## src/design/udiv_256_by_128_defines.svh

```systemverilog
// ----------------------------------------------------------------------------
// udiv_256_by_128 assertion macros
// Concurrent assertion wrappers; they compile to nothing when SYNTH is defined.
// ----------------------------------------------------------------------------
`ifndef UDIV_256_BY_128_DEFINES_SVH
`define UDIV_256_BY_128_DEFINES_SVH

`ifndef SYNTH
// same-cycle implication
`define UDIV_ASSERT_IMPL(label, clk, rst, ante, cons, msg) \
   label: assert property (@(posedge clk) disable iff (rst) (ante) |-> (cons)) \
      else $error(msg);
// next-cycle implication
`define UDIV_ASSERT_NEXT(label, clk, rst, ante, cons, msg) \
   label: assert property (@(posedge clk) disable iff (rst) (ante) |=> (cons)) \
      else $error(msg);
`else
`define UDIV_ASSERT_IMPL(label, clk, rst, ante, cons, msg)
`define UDIV_ASSERT_NEXT(label, clk, rst, ante, cons, msg)
`endif

`endif

```

## src/design/udiv_pkg.sv

```systemverilog
// ----------------------------------------------------------------------------
// udiv_pkg
// Widths and pipeline types shared by the 256/128 divider.
// ----------------------------------------------------------------------------
package udiv_pkg;

   localparam int unsigned WORD_W    = 64;
   localparam int unsigned NUM_W     = 4 * WORD_W;
   localparam int unsigned DEN_W     = 2 * WORD_W;
   localparam int unsigned NUM_STEPS = NUM_W;

   // Per-stage payload. nq holds the numerator bits still to be consumed in
   // its upper part and the quotient bits produced so far in its lower part.
   typedef struct packed {
      logic             dz;
      logic [NUM_W-1:0] nq;
      logic [DEN_W-1:0] rem;
      logic [DEN_W-1:0] den;
   } stage_type;

   typedef struct packed {
      logic             dz;
      logic [NUM_W-1:0] quo;
      logic [DEN_W-1:0] rem;
   } result_type;

endpackage

```

## src/design/udiv_stage.sv

```systemverilog
// ----------------------------------------------------------------------------
// udiv_stage
// One registered restoring-division step: shift in a numerator bit, trial
// subtract the denominator, keep the difference when it does not borrow.
// ----------------------------------------------------------------------------
module udiv_stage (
   input  logic                clock,
   input  logic                reset,
   input  logic                enable,
   input  logic                prev_valid,
   input  udiv_pkg::stage_type prev_state,
   output logic                next_valid,
   output udiv_pkg::stage_type next_state
);
   import udiv_pkg::*;

   logic [DEN_W:0]   shifted;
   logic [DEN_W+1:0] diff;
   logic             qbit;
   logic             valid_ff;
   stage_type        state_in;
   stage_type        state_ff;

   always_comb begin
      // top bit of shifted is the carry out of the doubled remainder
      shifted  = {prev_state.rem, prev_state.nq[NUM_W-1]};
      diff     = {1'b0, shifted} - {2'b00, prev_state.den};
      qbit     = ~diff[DEN_W+1];
      state_in = prev_state;
      state_in.nq  = {prev_state.nq[NUM_W-2:0], qbit};
      state_in.rem = qbit ? diff[DEN_W-1:0] : shifted[DEN_W-1:0];
   end

   always_ff @(posedge clock) begin
      if (reset) begin
         valid_ff <= 1'b0;
      end else if (enable) begin
         valid_ff <= prev_valid;
      end
   end

   always_ff @(posedge clock) begin
      if (enable) begin
         state_ff <= state_in;
      end
   end

   assign next_valid = valid_ff;
   assign next_state = state_ff;

endmodule

```

## config.mk

```make
export PLATFORM = sky130hd
export DESIGN_NAME = udiv_stage
export DESIGN_NICKNAME = d
export VERILOG_FILES = /design/src/design/udiv_256_by_128_defines.svh /design/src/design/udiv_pkg.sv /design/src/design/udiv_stage.sv
export SDC_FILE = /design/constraint.sdc
export NUM_CORES = 1
export LEC_CHECK = 0
export BUFFER_PORTS_ARGS = -buffer_cell sky130_fd_sc_hd__buf_2
export CAP_MARGIN = 20
export CORE_AREA = 4 4 399 401
export DETAILED_ROUTE_END_ITERATION = 12
export DIE_AREA = 0 0 403 405
export REMOVE_ABC_BUFFERS = 1
export SLEW_MARGIN = 20
export SYNTH_ARGS = -nofsm -noshare
export SYNTH_HDL_FRONTEND = slang
export SYNTH_SLANG_ARGS = --single-unit
```

## constraint.sdc

```tcl
create_clock -name clock -period 9.8 [get_ports clock]
set_input_delay 1.96 -clock clock [delete_from_list [all_inputs] [get_ports clock]]
set_output_delay 1.96 -clock clock [all_outputs]
set_load 0.05 [all_outputs]
```

**Yosys cells after proc, flatten, opt, wreduce, memory -nomap -nowiden**

Index checks and enable logic that the tools add are counted.

- Register bits after elaboration: 514

- Add/subtract/negate cells: 1
- Mux-type cells: 1
- Bitwise gates (word level): 1

Operators with widths:

| cell | number |
|---|---|
| subtractor 129 x 128 -> 130 bit | 1 |
| two-way mux 128 bit | 1 |
| inverter 1 bit | 1 |

**Longest topological paths before layout**

- Depth in word-level cells: 2
- Depth in mapped cells: 17
- Mapped depth without buffers: 15

**Worst setup path before layout**

No wires, ideal clock.

- Path kind: input-to-reg
- Start point: in prev_state[10] (netlist bit)
- End point: reg state_ff, in the netlist next_state[215], data pin
- Data arrival time: 4459 ps
- Path slack: 5076 ps
- Stages: 13
- Buffers on the path: 0
- Cell sequence: inv_1 ha_1 nand4_2 or3_1 a31o_1 nand3b_4 o21ai_4 o31a_1 o311a_1 o21ai_2 a21oi_2 nor3_1 nor3_2

RTL lines:

| item | line | RTL |
|---|---|---|
| from (decl) | udiv_stage.sv:11 | `input udiv_pkg::stage_type prev_state,` |
| to (signal assigned) | udiv_stage.sv:44 | `state_ff <= state_in;` |
| to (decl) | udiv_stage.sv:22 | `stage_type state_ff;` |

==> impl_metrics.py <==
metrics = {
    "grt": {
        "grt_usage": 0.179,
        "antenna_found_initial": 144,
        "grt_max_degree": 132,
        "overflow": 0,
        "grt_pass1_vias": 22900,
        "grt_pass1_wl_um": 199000,
    },
    "setup_path": {
        "r2r-start": "next_valid",
        "crit_arrival_ns": 6.85,
        "cp.required_ns": 10.28,
        "crit_top_cell": "nand4_1",
        "cp-startpoint": "prev_state[78]",
        "slowest_stage": "nor4_1",
        "cp_max_fo": 131,
        "critPathCaptureType": "flip-flop",
        "crit_type": "input port to flip-flop",
        "cpPeakStageDelay_ns": 0.87,
        "cp_cell_sequence": "buf_2 -> inv_1 -> ha_1 -> nand4_1 -> nor4_1 -> nand4_1 -> o22ai_1 -> o21ai_1 -> nand3_1 -> nand2_2 -> inv_8 -> buf_12 -> nor2_1 -> a21oi_1",
        "timing.critical_path.from_type": "input port",
        "r2r.worst_path.cells": 2,
    },
    "clock_tree": {
        "cts_buffer_depth": 3,
        "cts_buffers": 70,
        "htreeDepth": 3,
        "postCtsSetupBuffers": 0,
        "clock_tree.root_cell": "clkbuf_16",
        "clock_latency_ns": 0.65,
        "clk_pin_slew_ns": 0.06,
        "cts_resized": 0,
        "cts_tree": "done",
        "ctsHoldBuffers": 0,
        "cts.sinks": 514,
    },
    "die": {
        "start_util": 0.165,
        "core-area_sq_um": 156000,
        "die_h_um": 405,
        "pin_count": 1031,
        "die_area_sq_um": 163000,
        "die_w_um": 403,
        "fp-row-count": 145,
    },
    "power": {
        "powerDensity_nw_per_um2": 210,
        "ir_drop_mv": 0.113,
        "leakagePower_nw": 14.9,
        "total_power_w": 0.00746,
    },
    "sta": {
        "final.setup.tns_ns": 0,
        "rsz0062_at_grt": "false",
        "min_period_over_period": 0.650,
        "finalCriticalPeriod_ns": 6.37,
        "hold_violations": 0,
        "worst_slew_pin_slew_ns": 1.12,
        "timing.slew.headroom": 0.246,
        "fmax_mhz": 157,
        "drv_slew": 0,
        "fin_ws_ns": 3.43,
        "finalClockSkew_ns": 0,
        "setup-violations-final": 0,
    },
    "yosys": {
        "syn_inst": 2241,
        "syn-mean-instance-area_sq_um": 11.4,
        "seq_area_frac_synth": 0.601,
        "ys.flop_type": "edfxtp_1",
        "synth-seq-cells": 514,
        "async_reset_ff_frac": 0,
        "yosysWarnings": 0,
        "synthDistinctLibCells": 82,
        "syn_area_sq_um": 25600,
        "synth_edf_count": 513,
    },
    "drt": {
        "vias_per_cell": 4.28,
        "ant_nets": 0,
        "totalWireLength_um": 153000,
        "wl_per_cell_um": 28.1,
        "remaining_drc_errors": 0,
        "vias": 23300,
        "drt_iter0_drc": 1991,
        "dr.pass1.iters": 6,
    },
    "flow_run": {
        "drv_cap": 0,
    },
    "place": {
        "place_ws_ns": 2.12,
        "port_buffers": 1030,
        "place_congestion": 0.878,
        "place_area_sq_um": 33300,
        "post-dp-hpwl_um": 130000,
    },
    "cells_and_area": {
        "nets": 3949,
        "final_util": 0.229,
        "fillCellCount": 17000,
        "drive_above_1_share": 0.355,
        "area_growth_pct": 38.8,
        "design_area_sq_um": 35600,
    },
    "min_path": {
        "hold_path.class": "flip-flop to flip-flop",
        "timing.hold.worst_path_depth": 2,
        "min_from": "next_valid",
    },
    "run_status": {
        "status": "complete, no violations",
    },
}
-- cells in the final DEF (no fill, tap or decap), types with 10 or more instances in the layout --
| master | count |
|---|---|
| buf_2 | 1029 |
| xor2_1 | 51 |
| nand2_1 | 180 |
| edfxtp_1 | 513 |
| diode_2 | 25 |
| nor4_1 | 11 |
| buf_4 | 21 |
| a31oi_1 | 13 |
| inv_1 | 177 |
| a21oi_1 | 297 |
| clkbuf_16 | 70 |
| nand3_1 | 33 |
| xnor2_1 | 62 |
| nor3_1 | 34 |
| nand4_1 | 57 |
| and3_1 | 11 |
| and2_1 | 11 |
| o21ai_0 | 111 |
| a21o_1 | 42 |
| o21ai_1 | 18 |
| o21a_1 | 14 |
| nor2_1 | 225 |
| ha_1 | 128 |
| a211oi_1 | 10 |
| o21bai_1 | 38 |
| clkbuf_1 | 20 |
-- worst paths after layout --
kind	to	slack [ns]
max	next_state[157]	3.43
min	next_valid	0.50
max reg2reg	next_valid	9.21
min reg2reg	next_valid	0.50
-- sequential cells by signal, indices dropped and copies added (netlist names) --
signal,count
next_state,513
next_valid,1
-- through the flow --
stage,hold WS (ns),cells
final,0.498,5441
after global routing,0.578,5426
after CTS,0.499,5416
after detailed placement,0.483,5289
after global placement,0.472,5289
after floorplan,0.733,2177
-- power breakdown --
group / leakage, nW / internal [W] / switching, W
sequential: 5.03 / 0.00270 / 0.0000652
clock: 1.04 / 0.00144 / 0.00108
combinational: 8.78 / 0.000509 / 0.00167
-- worst max-delay path: cells and delay by family --
| family | cells | cell delay, ns |
|---|---|---|
| buf+inv | 4 | 1.30 |
| simple gates | 6 | 2.20 |
| compound gates | 3 | 0.70 |
| fa+ha+maj | 1 | 0.56 |
-- cells in the mapped netlist, types with 17 or more instances --
library cell | count | share of area
nand2_1 | 180 | 0.026
buf_2 | 24 | 0.0047
nand3_1 | 33 | 0.0064
xor2_1 | 51 | 0.017
inv_1 | 177 | 0.026
o21bai_1 | 38 | 0.011
o21ai_0 | 112 | 0.022
nand4_1 | 57 | 0.014
nor3_1 | 35 | 0.0068
ha_1 | 128 | 0.062
clkbuf_1 | 35 | 0.0051
a21oi_1 | 297 | 0.058
o21ai_1 | 17 | 0.0033
a21o_1 | 42 | 0.012
xnor2_1 | 62 | 0.021
edfxtp_1 | 513 | 0.60
nor2_1 | 225 | 0.033
-- cell type report --
type	instances	area (sq um)	area share
multi-input cells	1485	9280	0.261
flip-flops and latches	514	15400	0.433
clock buffers	90	1830	0.0513
diodes	25	62.6	0.00176
well taps	2058	2570	0.0723
clock inverters	37	378	0.0106
inverters	178	676	0.0190
repair buffers	1054	5380	0.151
-- routing by layer --
| layer | vias up | track usage | routed length (um) | share of wire |
|---|---|---|---|---|
| met3 | 332 | 0.0581 | 13700 | 0.090 |
| met1 | 11300 | 0.223 | 63100 | 0.41 |
| met4 | 26 | 0.0439 | 4310 | 0.028 |
| li1 | 10400 | - | - | - |
| met2 | 1213 | 0.298 | 71500 | 0.47 |
| met5 | - | 0 | 170 | 0.0011 |
-- logic make-up after synthesis --
| family | after synthesis | synth area share |
|---|---|---|
| DFF | 514 | 0.601 |
| xor gates and xnor gates | 113 | 0.0386 |
| muxes | 3 | 0.00122 |
| adders and majority gates | 129 | 0.0632 |
| and+or+nand+nor | 608 | 0.108 |
| buffers and inverters | 242 | 0.0373 |
| AOI/OAI and AO/OA | 632 | 0.150 |
No activity file was read; power rests on OpenSTA's default activity.
